$ cat src/hdl/pcbs_pkg.sv
// shared types, constants and register indexes of the passive cell balance selector
`timescale 1ns / 1ps

package pcbs_pkg;

    // cell slots carried by every transfer and cells that take part
    localparam int CELL_SLOTS = 5;
    localparam int NUM_CELLS  = 5;

    // field widths
    localparam int MV_W      = 13;
    localparam int TEMP_W    = 8;
    localparam int LOW_W     = 3;
    localparam int STATUS_W  = 2;
    localparam int CFG_IDX_W = 2;
    localparam int CFG_DATA_W = 13;

    // packed stream widths, rounded up to whole bytes
    localparam int S_FIELDS_W = CELL_SLOTS * MV_W + TEMP_W;
    localparam int S_DATA_W   = ((S_FIELDS_W + 7) / 8) * 8;
    localparam int M_FIELDS_W = CELL_SLOTS + LOW_W + STATUS_W;
    localparam int M_DATA_W   = ((M_FIELDS_W + 7) / 8) * 8;

    typedef logic        [MV_W-1:0]       mv_t;
    typedef logic signed [TEMP_W-1:0]     temp_t;
    typedef logic        [LOW_W-1:0]      low_idx_t;
    typedef logic        [CELL_SLOTS-1:0] cell_mask_t;

    // configuration register indexes
    localparam logic [CFG_IDX_W-1:0] REG_TEMP_LOW  = 2'd0;
    localparam logic [CFG_IDX_W-1:0] REG_TEMP_HIGH = 2'd1;
    localparam logic [CFG_IDX_W-1:0] REG_MIN_MV    = 2'd2;

    // register reset values
    localparam temp_t RST_TEMP_LOW  = 8'sd0;
    localparam temp_t RST_TEMP_HIGH = 8'sd40;
    localparam mv_t   RST_MIN_MV    = 13'd3700;

    // result status codes
    typedef enum logic [STATUS_W-1:0] {
        STATUS_OK   = 2'd0,
        STATUS_TEMP = 2'd1,
        STATUS_LOW  = 2'd2
    } status_t;

    // live configuration handed to the datapath
    typedef struct packed {
        temp_t temp_low;
        temp_t temp_high;
        mv_t   min_mv;
    } cfg_t;

endpackage

$ cat src/hdl/pcbs_cfg_regs.sv
// configuration registers of the passive cell balance selector
`timescale 1ns / 1ps

module pcbs_cfg_regs (
    input  logic                             aclk,
    input  logic                             aresetn,
    input  logic                             cfg_we,
    input  logic [pcbs_pkg::CFG_IDX_W-1:0]   cfg_addr,
    input  logic [pcbs_pkg::CFG_DATA_W-1:0]  cfg_wdata,
    output pcbs_pkg::cfg_t                   cfg
);
    import pcbs_pkg::*;

    cfg_t cfg_reg;
    cfg_t cfg_next;

    // decode a write; indexes past the list leave everything alone
    always_comb begin
        cfg_next = cfg_reg;
        if (cfg_we) begin
            unique case (cfg_addr)
                REG_TEMP_LOW:  cfg_next.temp_low  = temp_t'(cfg_wdata[TEMP_W-1:0]);
                REG_TEMP_HIGH: cfg_next.temp_high = temp_t'(cfg_wdata[TEMP_W-1:0]);
                REG_MIN_MV:    cfg_next.min_mv    = cfg_wdata[MV_W-1:0];
                default:       cfg_next = cfg_reg;
            endcase
        end
    end

    always_ff @(posedge aclk) begin
        if (!aresetn) begin
            cfg_reg.temp_low  <= RST_TEMP_LOW;
            cfg_reg.temp_high <= RST_TEMP_HIGH;
            cfg_reg.min_mv    <= RST_MIN_MV;
        end else begin
            cfg_reg <= cfg_next;
        end
    end

    assign cfg = cfg_reg;

endmodule

$ cat src/hdl/pcbs_pair_resolve.sv
// builds the bleed marks and resolves adjacent pairs from the lowest index upward
`timescale 1ns / 1ps

module pcbs_pair_resolve (
    input  logic [pcbs_pkg::CELL_SLOTS-2:0] pair_gt,   // bit i: cell i above cell i+1
    input  pcbs_pkg::low_idx_t              lowest,
    output pcbs_pkg::cell_mask_t            mask
);
    import pcbs_pkg::*;

    cell_mask_t mark;

    always_comb begin
        // every taking-part cell but the lowest starts marked
        for (int i = 0; i < CELL_SLOTS; i++) begin
            mark[i] = (i < NUM_CELLS) && (low_idx_t'(i) != lowest);
        end
        // a marked pair keeps the higher cell, the upper one on a tie
        for (int i = 0; i < CELL_SLOTS - 1; i++) begin
            if ((i + 1 < NUM_CELLS) && mark[i] && mark[i+1]) begin
                if (pair_gt[i]) begin
                    mark[i+1] = 1'b0;
                end else begin
                    mark[i] = 1'b0;
                end
            end
        end
        mask = mark;
    end

endmodule

$ cat src/hdl/passive_cell_balance_select.sv
// top level of the passive cell balance selector: three-stage datapath and stream ports
//
// Each input transfer carries five 13-bit cell voltages in mV and a signed 8-bit
// pack temperature; each yields exactly one result with a bleed mask, the index of the
// first lowest cell (zero on a temperature block) and a status code (evaluated,
// temperature outside the window, lowest cell below the minimum voltage).
// The user must write configuration on the plain write port (cfg_we, cfg_addr,
// cfg_wdata) only while no transfer is in flight; the block does not enforce it.
// Indexes past 2 are ignored. An input transfer passes three registered stages to
// m_tvalid: stage one checks the temperature window and compares neighboring cells,
// stage two finds the lowest cell, stage three applies the minimum voltage and
// resolves the pairs into the mask, which sits in the output register.
// Throughput is one transfer per cycle unless the receiver stalls. Each stage has
// its own valid bit and advances when the stage after it is empty or moving, so a
// stalled receiver holds the result in place while bubbles further up still fill;
// nothing is dropped or repeated.
// Synchronous active-low reset empties the pipeline and restores the register
// defaults (window 0 to 40 C, minimum 3700 mV).
`timescale 1ns / 1ps

module passive_cell_balance_select (
    input  logic                             aclk,
    input  logic                             aresetn,
    // input stream
    input  logic                             s_tvalid,
    output logic                             s_tready,
    // fields from bit 0: cell_one_mv, cell_two_mv, cell_three_mv, cell_four_mv,
    // cell_five_mv, temperature_c, zero pad
    input  logic [pcbs_pkg::S_DATA_W-1:0]    s_tdata,
    // result stream
    output logic                             m_tvalid,
    input  logic                             m_tready,
    // fields from bit 0: balance_mask, lowest_cell, balance_status, zero pad
    output logic [pcbs_pkg::M_DATA_W-1:0]    m_tdata,
    // configuration write port
    input  logic                             cfg_we,
    input  logic [pcbs_pkg::CFG_IDX_W-1:0]   cfg_addr,
    input  logic [pcbs_pkg::CFG_DATA_W-1:0]  cfg_wdata
);
    import pcbs_pkg::*;

    cfg_t cfg;

    pcbs_cfg_regs u_cfg (
        .aclk      (aclk),
        .aresetn   (aresetn),
        .cfg_we    (cfg_we),
        .cfg_addr  (cfg_addr),
        .cfg_wdata (cfg_wdata),
        .cfg       (cfg)
    );

    // stage registers
    logic                  v1_reg, v2_reg, v3_reg;
    mv_t                   mv1_reg [CELL_SLOTS];
    logic                  tblk1_reg;
    logic [CELL_SLOTS-2:0] gt1_reg;
    logic                  tblk2_reg;
    logic [CELL_SLOTS-2:0] gt2_reg;
    low_idx_t              low2_reg;
    mv_t                   lowmv2_reg;
    cell_mask_t            mask3_reg;
    low_idx_t              low3_reg;
    status_t               stat3_reg;

    // next values
    mv_t                   mv1_next [CELL_SLOTS];
    logic                  tblk1_next;
    logic [CELL_SLOTS-2:0] gt1_next;
    low_idx_t              low2_next;
    mv_t                   lowmv2_next;
    cell_mask_t            mask3_next;
    low_idx_t              low3_next;
    status_t               stat3_next;
    temp_t                 temp_in;
    cell_mask_t            resolved_mask;

    // stage advance chain
    logic adv1, adv2, adv3;
    assign adv3     = !v3_reg || m_tready;
    assign adv2     = !v2_reg || adv3;
    assign adv1     = !v1_reg || adv2;
    assign s_tready = adv1;

    // stage one: unpack, temperature window, neighbor compares
    always_comb begin
        for (int i = 0; i < CELL_SLOTS; i++) begin
            mv1_next[i] = s_tdata[i*MV_W +: MV_W];
        end
        temp_in    = temp_t'(s_tdata[CELL_SLOTS*MV_W +: TEMP_W]);
        tblk1_next = (temp_in < cfg.temp_low) || (temp_in > cfg.temp_high);
        for (int i = 0; i < CELL_SLOTS - 1; i++) begin
            gt1_next[i] = mv1_next[i] > mv1_next[i+1];
        end
    end

    // stage two: first lowest cell by running minimum
    always_comb begin
        low2_next   = '0;
        lowmv2_next = mv1_reg[0];
        for (int i = 1; i < NUM_CELLS; i++) begin
            if (mv1_reg[i] < lowmv2_next) begin
                low2_next   = low_idx_t'(i);
                lowmv2_next = mv1_reg[i];
            end
        end
    end

    pcbs_pair_resolve u_pair (
        .pair_gt (gt2_reg),
        .lowest  (low2_reg),
        .mask    (resolved_mask)
    );

    // stage three: block checks and final mask
    always_comb begin
        if (tblk2_reg) begin
            mask3_next = '0;
            low3_next  = '0;
            stat3_next = STATUS_TEMP;
        end else if (lowmv2_reg < cfg.min_mv) begin
            mask3_next = '0;
            low3_next  = low2_reg;
            stat3_next = STATUS_LOW;
        end else begin
            mask3_next = resolved_mask;
            low3_next  = low2_reg;
            stat3_next = STATUS_OK;
        end
    end

    // valid bits
    always_ff @(posedge aclk) begin
        if (!aresetn) begin
            v1_reg <= 1'b0;
            v2_reg <= 1'b0;
            v3_reg <= 1'b0;
        end else begin
            if (adv1) v1_reg <= s_tvalid;
            if (adv2) v2_reg <= v1_reg;
            if (adv3) v3_reg <= v2_reg;
        end
    end

    // payload registers
    always_ff @(posedge aclk) begin
        if (adv1) begin
            mv1_reg   <= mv1_next;
            tblk1_reg <= tblk1_next;
            gt1_reg   <= gt1_next;
        end
        if (adv2) begin
            tblk2_reg  <= tblk1_reg;
            gt2_reg    <= gt1_reg;
            low2_reg   <= low2_next;
            lowmv2_reg <= lowmv2_next;
        end
        if (adv3) begin
            mask3_reg <= mask3_next;
            low3_reg  <= low3_next;
            stat3_reg <= stat3_next;
        end
    end

    // result stream
    assign m_tvalid = v3_reg;
    assign m_tdata  = {{(M_DATA_W - M_FIELDS_W){1'b0}}, stat3_reg, low3_reg, mask3_reg};

endmodule
$ cat config.mk
export PLATFORM = sky130hd
export DESIGN_NAME = passive_cell_balance_select
export DESIGN_NICKNAME = d
export VERILOG_FILES = /design/src/hdl/pcbs_pkg.sv /design/src/hdl/pcbs_cfg_regs.sv /design/src/hdl/pcbs_pair_resolve.sv /design/src/hdl/passive_cell_balance_select.sv
export SDC_FILE = /design/constraint.sdc
export NUM_CORES = 1
export LEC_CHECK = 0
export BUFFER_PORTS_ARGS = -buffer_cell sky130_fd_sc_hd__buf_4
export CORE_MARGIN = 2
export CORE_UTILIZATION = 39
export CTS_BUF_LIST = sky130_fd_sc_hd__clkbuf_4 sky130_fd_sc_hd__clkbuf_8
export DETAILED_ROUTE_END_ITERATION = 12
export PLACE_DENSITY = 0.61
export SYNTH_ARGS = -nofsm -noshare
export SYNTH_HDL_FRONTEND = slang
export SYNTH_SLANG_ARGS = --single-unit
$ cat constraint.sdc
create_clock -name aclk -period 8.4 [get_ports aclk]
set_clock_uncertainty 0.2 [all_clocks]
set_input_delay 0 -clock aclk [delete_from_list [all_inputs] [get_ports aclk]]
set_output_delay 0 -clock aclk [all_outputs]
set_load 0.02 [all_outputs]
==> impl_metrics.json, run 1 <==
{
  "yosysWarnings": 0,
  "place_ws_ps": 79.6,
  "drt_pass1_iterations": 7,
  "largest_reg_flops": 65,
  "whs_ps": 79.1,
  "die_area_sq_um": 22600,
  "core_sq_um": 21000,
  "tightest_slew_ps": 1010,
  "min_period_ps": 8020,
  "overflow": 0,
  "peakVddDrop_mv": 0.0944,
  "max_freq_mhz": 125,
  "num_rows": 53,
  "synth_cells": 791,
  "dp_hpwl_microns": 14100,
  "place_congestion": 0.868,
  "synth-seq-cells": 133,
  "area_growth_pct": 35.5,
  "maxSlewHeadroom_pct": 33.0,
  "design_power_total_mw": 2.02,
  "worst_setup_path_start_kind": "flip-flop",
  "ys_seq_area_share_pct": 44.0,
  "syn-cell-area_sq_um": 8340,
  "tns_ps": 0,
  "hold_viol": 0,
  "power.density_nw_per_um2": 178,
  "grt.total_usage_pct": 17.4,
  "stdcell_count": 1326,
  "setup_violations": 0,
  "synth.area.top_cells": "edfxtp_1, ha_1, dfxtp_1, mux2i_1, inv_1",
  "async_flop_share_pct": 0,
  "arrival_ps": 8020,
  "grt_pass1_vias": 6312,
  "drive_gt1_share_pct": 20.2,
  "synth_top_cell_area_share_pct": 36.3,
  "antenna_found_initial": 0,
  "antenna_cells": 0,
  "start_util_pct": 39.7,
  "grt_pass1_wl_microns": 30400,
  "nNetsFinal": 1260,
  "cts.sink_count": 133,
  "critPathBufInv": 6,
  "htree_levels": 4,
  "worst_ep_required_time_ps": 8390,
  "fin_crit_sh_pct": 95.5,
  "wirelength_microns": 19200,
  "synth_edf_count": 101,
  "dp.cells": 1180,
  "worst-path-max-fanout": 7,
  "clk_pin_slew_worst_paths_ps": 90,
  "vias": 6354,
  "grt_max_degree": 73,
  "cts-root-buf": "clkbuf_8",
  "slowest_delay_ps": 430,
  "run_status": "completed",
  "path_delay_family": "compound AO/OA/AOI/OAI gates",
  "hold_path_class": "in -> reg",
  "drc": 0,
  "critPathSlowestCell": "a2111oi_4",
  "drv_cap": 0,
  "initialDrtViolationCount": 266,
  "p_leak_nw": 5.29,
  "fin_ws_ps": 375,
  "tritoncts": "built",
  "worstSetupPathType": "reg -> reg",
  "endpoint_kind": "flip-flop",
  "port-buffer-count": 104,
  "clk_path_buf_depth": 2,
  "ys.flop_type": "edfxtp_1",
  "numCtsBuffers": 17,
  "ios": 118,
  "synth_top_cell_by_area": "edfxtp_1",
  "clk_latency_ps": 450,
  "wl_per_cell_microns": 14.5,
  "dieWidth_microns": 150,
  "ys_types": 58,
  "ant_nets": 0,
  "maxSlewViolCount": 0,
  "die_h_microns": 150,
  "vias_per_cell": 4.79,
  "avgSynthCellArea_sq_um": 10.5
}
## repair_timing
item,CTS,global route
endpoints found under the setup margin,0,16
setup buffers,0,13
resized for setup,0,30
hold endpoints to repair,105,0
hold buffers,99,0
## worst paths after layout
path,slack [ps],endpoint,cells after the start,from
worst max-delay path,380,lowmv2_reg[2]$_DFFE_PP_,40,mv1_reg[62]$_DFFE_PP_
worst min-delay path,80,mv1_reg[10]$_DFFE_PP_,2,s_tdata[62]
worst max register to register,380,lowmv2_reg[2]$_DFFE_PP_,40,mv1_reg[62]$_DFFE_PP_
worst min register to register,240,gt2_reg[3]$_DFFE_PP_,0,gt1_reg[3]$_DFFE_PP_
## cell type report
cell class              count  area (sq um)
flip-flops and latches    133          3670
inverters                 132           495
clock buffers              19           255
clock inverters            13           196
fillers                  1848          9710
multi-input cells         513          4230
well taps                 275           344
repair buffers            241          2110
## per-layer routing
layer / wire (microns) / global-route usage (%) / part of all wire (%) / vias up
met4: 389 / 6.42 / 2.0 / 0
li1: - / - / - / 3284
met3: 638 / 3.36 / 3.3 / 19
met1: 8430 / 20.9 / 44 / 2926
met2: 9740 / 30.9 / 51 / 125
met5: 0 / 0 / 0 / -
## metrics by stage
step	instance area (sq um)	utilization (%)
3_3_place_gp	9600	45.6
6_report	11300	53.8
5_1_grt	11300	53.8
4_1_cts	11000	52.5
3_5_place_dp	9600	45.6
2_1_floorplan	8360	-
## cells in the final DEF (no fill, tap or decap), drive strengths merged, types with 2 or more instances in the layout
cell type / n
dlygate4sd3: 99
a21oi: 48
nand4b: 2
o211ai: 11
nor2b: 37
and3: 3
buf: 139
nor3b: 4
a21o: 19
nand2b: 17
o21ai: 35
clkinv: 5
a2111oi: 2
o21a: 6
a21boi: 9
nor3: 6
nand4: 15
mux2: 5
ha: 122
or2: 2
nor4: 6
clkbuf: 22
dfxtp: 32
nand3: 8
xor2: 2
bufinv: 4
conb: 6
a211oi: 3
nor2: 28
nand3b: 4
nand2: 41
inv: 136
mux2i: 55
edfxtp: 101
## where the power goes
part,switching [mW],leakage [nW],internal (mW),total (mW)
sequential,0.0365,1.34,0.781,0.818
clock,0.274,0.229,0.340,0.614
combinational,0.274,3.72,0.312,0.586
## synth_stat cells (6+ instances only)
cell and count:
nor2_1 28, o21ai_0 34, o21a_1 6, mux2i_1 55
inv_1 132, a21oi_1 46, ha_1 122, a21boi_0 8
dfxtp_1 32, nand3_1 8, nor2b_1 37, nand2b_1 17
nor4_1 6, nand2_1 40, nor3_1 6, edfxtp_1 101
o211ai_1 10, a21o_1 19, clkbuf_1 9, nand4_1 15
buf_4 7
## logic make-up (layout without fill, tap and decap cells)
| kind of cell | count (synthesis) | in the layout | share of synthesized area [%] |
|---|---|---|---|
| AO/OA/AOI/OAI | 144 | 144 | 11.5 |
| XOR/XNOR | 3 | 3 | 0.315 |
| adder cells (fa/ha/maj) | 122 | 122 | 18.3 |
| buffers and inverters | 150 | 405 | 7.17 |
| flip-flops | 133 | 133 | 44.0 |
| multiplexers | 60 | 60 | 7.32 |
| other | 1 | 6 | 0.0449 |
| AND/OR/NAND/NOR | 178 | 178 | 11.4 |
Note: power is estimated with default switching activity, not from simulation.
==> run 2: changes to the inputs <==
--- a/config.mk
+++ b/config.mk
@@ -10,7 +10,7 @@
 export CORE_UTILIZATION = 39
 export CTS_BUF_LIST = sky130_fd_sc_hd__clkbuf_4 sky130_fd_sc_hd__clkbuf_8
 export DETAILED_ROUTE_END_ITERATION = 12
-export PLACE_DENSITY = 0.61
+export PLACE_DENSITY = 0.59
 export SYNTH_ARGS = -nofsm -noshare
 export SYNTH_HDL_FRONTEND = slang
 export SYNTH_SLANG_ARGS = --single-unit
==> constraint.sdc (replaced) <==
create_clock -name aclk -period 10 [get_ports aclk]
set_clock_uncertainty 0.2 [all_clocks]
set_input_delay 0 -clock aclk [delete_from_list [all_inputs] [get_ports aclk]]
set_output_delay 0 -clock aclk [all_outputs]
set_load 0.02 [all_outputs]
==> run 2 against run 1 <==
Against the previous run:
- die area unchanged
- maximum frequency down 11%
- via count down 3.4%
- global-route usage down 0.40 points
- routed wire length down 5.0%
- critical path type unchanged
- highest routed layer unchanged
==> impl_metrics.json, run 2 (synthesis results as in run 1) <==
{
  "peakVddDrop_mv": 0.0775,
  "worst-path-max-fanout": 18,
  "maxSlewHeadroom_pct": 26.9,
  "initialDrtViolationCount": 191,
  "rsz0062_at_grt": "no",
  "final_cell_mix": "inv_1, ha_1, buf_4, edfxtp_1, dlygate4sd3_1",
  "fin_util_pct": 51.6,
  "tns_ps": 0,
  "num_rows": 53,
  "grt_use_met1_pct": 20.5,
  "slowest_delay_ps": 570,
  "place_congestion": 0.847,
  "clk_pin_slew_worst_paths_ps": 80,
  "endpoint_kind": "flip-flop",
  "tightest_slew_ps": 1100,
  "die_area_sq_um": 22600,
  "worstSetupPathType": "reg -> reg",
  "hold_viol": 0,
  "port-buffer-count": 104,
  "final_common_cell": "inv_1",
  "largest_reg_flops": 65,
  "clk_path_buf_depth": 2,
  "holdPathStages": 2,
  "p_leak_nw": 5.10,
  "dp.cells": 1158,
  "ios": 118,
  "wirelength_microns": 18200,
  "ant_nets": 0,
  "power.density_nw_per_um2": 151,
  "maxSlewViolCount": 0,
  "busiest_layer": "met2",
  "area_growth_pct": 30.0,
  "worst_setup_path_start_kind": "flip-flop",
  "grt_pass1_wl_microns": 29500,
  "reg2regPathDepth": 40,
  "drv_cap": 0,
  "grt_max_degree": 73,
  "start_util_pct": 39.7,
  "antenna_cells": 0,
  "run_status": "completed",
  "vias_per_cell": 4.77,
  "grt_util_met2_pct": 30.1,
  "worst_ep_required_time_ps": 9970,
  "post-cts-setup-buffer-count": 0,
  "drc": 0,
  "place_ws_ps": 865,
  "cts.sink_count": 133,
  "numCtsBuffers": 17,
  "clk_latency_ps": 450,
  "fin_crit_sh_pct": 90.5,
  "critPathSlowestCell": "a31oi_4",
  "grt_pass1_vias": 6238,
  "arrival_ps": 9020,
  "fin_ws_ps": 954,
  "vias": 6138,
  "tritoncts": "built",
  "max_freq_mhz": 111,
  "min_period_ps": 9050,
  "hold_path_class": "in -> reg",
  "setup_violations": 0,
  "drt_pass1_iterations": 7,
  "drive_gt1_share_pct": 15.1,
  "die_h_microns": 150,
  "dieWidth_microns": 150,
  "cts-root-buf": "clkbuf_8",
  "core_sq_um": 21000,
  "grt_use_met3_pct": 2.64,
  "fill_cells": 1930,
  "nNetsFinal": 1222,
  "overflow": 0,
  "wl_per_cell_microns": 14.2,
  "antenna_found_initial": 0,
  "grt.total_usage_pct": 17.0,
  "htree_levels": 4,
  "crit_top_cell": "a21oi_1",
  "stdcell_count": 1288,
  "dp_hpwl_microns": 14000
}
[run 2: what timing repair did]
| action | in CTS | in global routing |
|---|---|---|
| endpoints found under the hold margin | 102 | 0 |
| resized for setup | 0 | 0 |
| hold buffers | 98 | 0 |
[run 2: cell type report]
cell class              instances  area, sq um  share of cell area [%]
well taps                     275          344                    3.17
inverters                     132          495                    4.57
multi-input cells             513         4100                    37.8
repair buffers                203         1770                    16.3
clock buffers                  18          241                    2.23
flip-flops and latches        133         3670                    33.9
clock inverters                14          223                    2.05
[run 2: through the flow]
stage | power (mW) | hold slack [ps] | instance area, sq um
6_report | 1.63 | 74.6 | 10900
5_1_grt | 1.74 | 60.6 | 10900
4_1_cts | 1.66 | 42.5 | 10900
3_5_place_dp | 1.09 | -11.3 | 9410
3_3_place_gp | 1.09 | -11.2 | 9410
2_1_floorplan | 0.972 | -101 | 8360
[run 2: path summary, 6_finish.rpt]
path,slack [ps],end,startpoint
setup / recovery,950,lowmv2_reg[11]$_DFFE_PP_,mv1_reg[62]$_DFFE_PP_
hold / removal,70,mv1_reg[62]$_DFFE_PP_,s_tdata[10]
setup reg to reg,950,lowmv2_reg[11]$_DFFE_PP_,mv1_reg[62]$_DFFE_PP_
hold reg to reg,230,gt2_reg[3]$_DFFE_PP_,gt1_reg[3]$_DFFE_PP_
[run 2: where the power goes]
| group | switching, mW | leakage [nW] | internal, mW |
|---|---|---|---|
| registers | 0.0292 | 1.34 | 0.656 |
| logic | 0.211 | 3.52 | 0.209 |
| clock network | 0.225 | 0.236 | 0.304 |
| total | 0.465 | 5.10 | 1.17 |
[run 2: worst max-delay path, delay by kind of cell, from the launching register on]
family                     cells  cell delay, ps
buffers and inverters          2             150
and+or+nand+nor               12            1790
muxes                          4            1130
DFF                            1             420
adders and majority gates      4            1090
AOI/OAI and AO/OA             18            3950
[run 2: metal layers]
| metal | wire length [microns] | vias to the layer above |
|---|---|---|
| li1 | - | 3200 |
| met1 | 8270 | 2806 |
| met2 | 8980 | 113 |
| met3 | 544 | 19 |
| met4 | 436 | 0 |
| met5 | 0 | - |
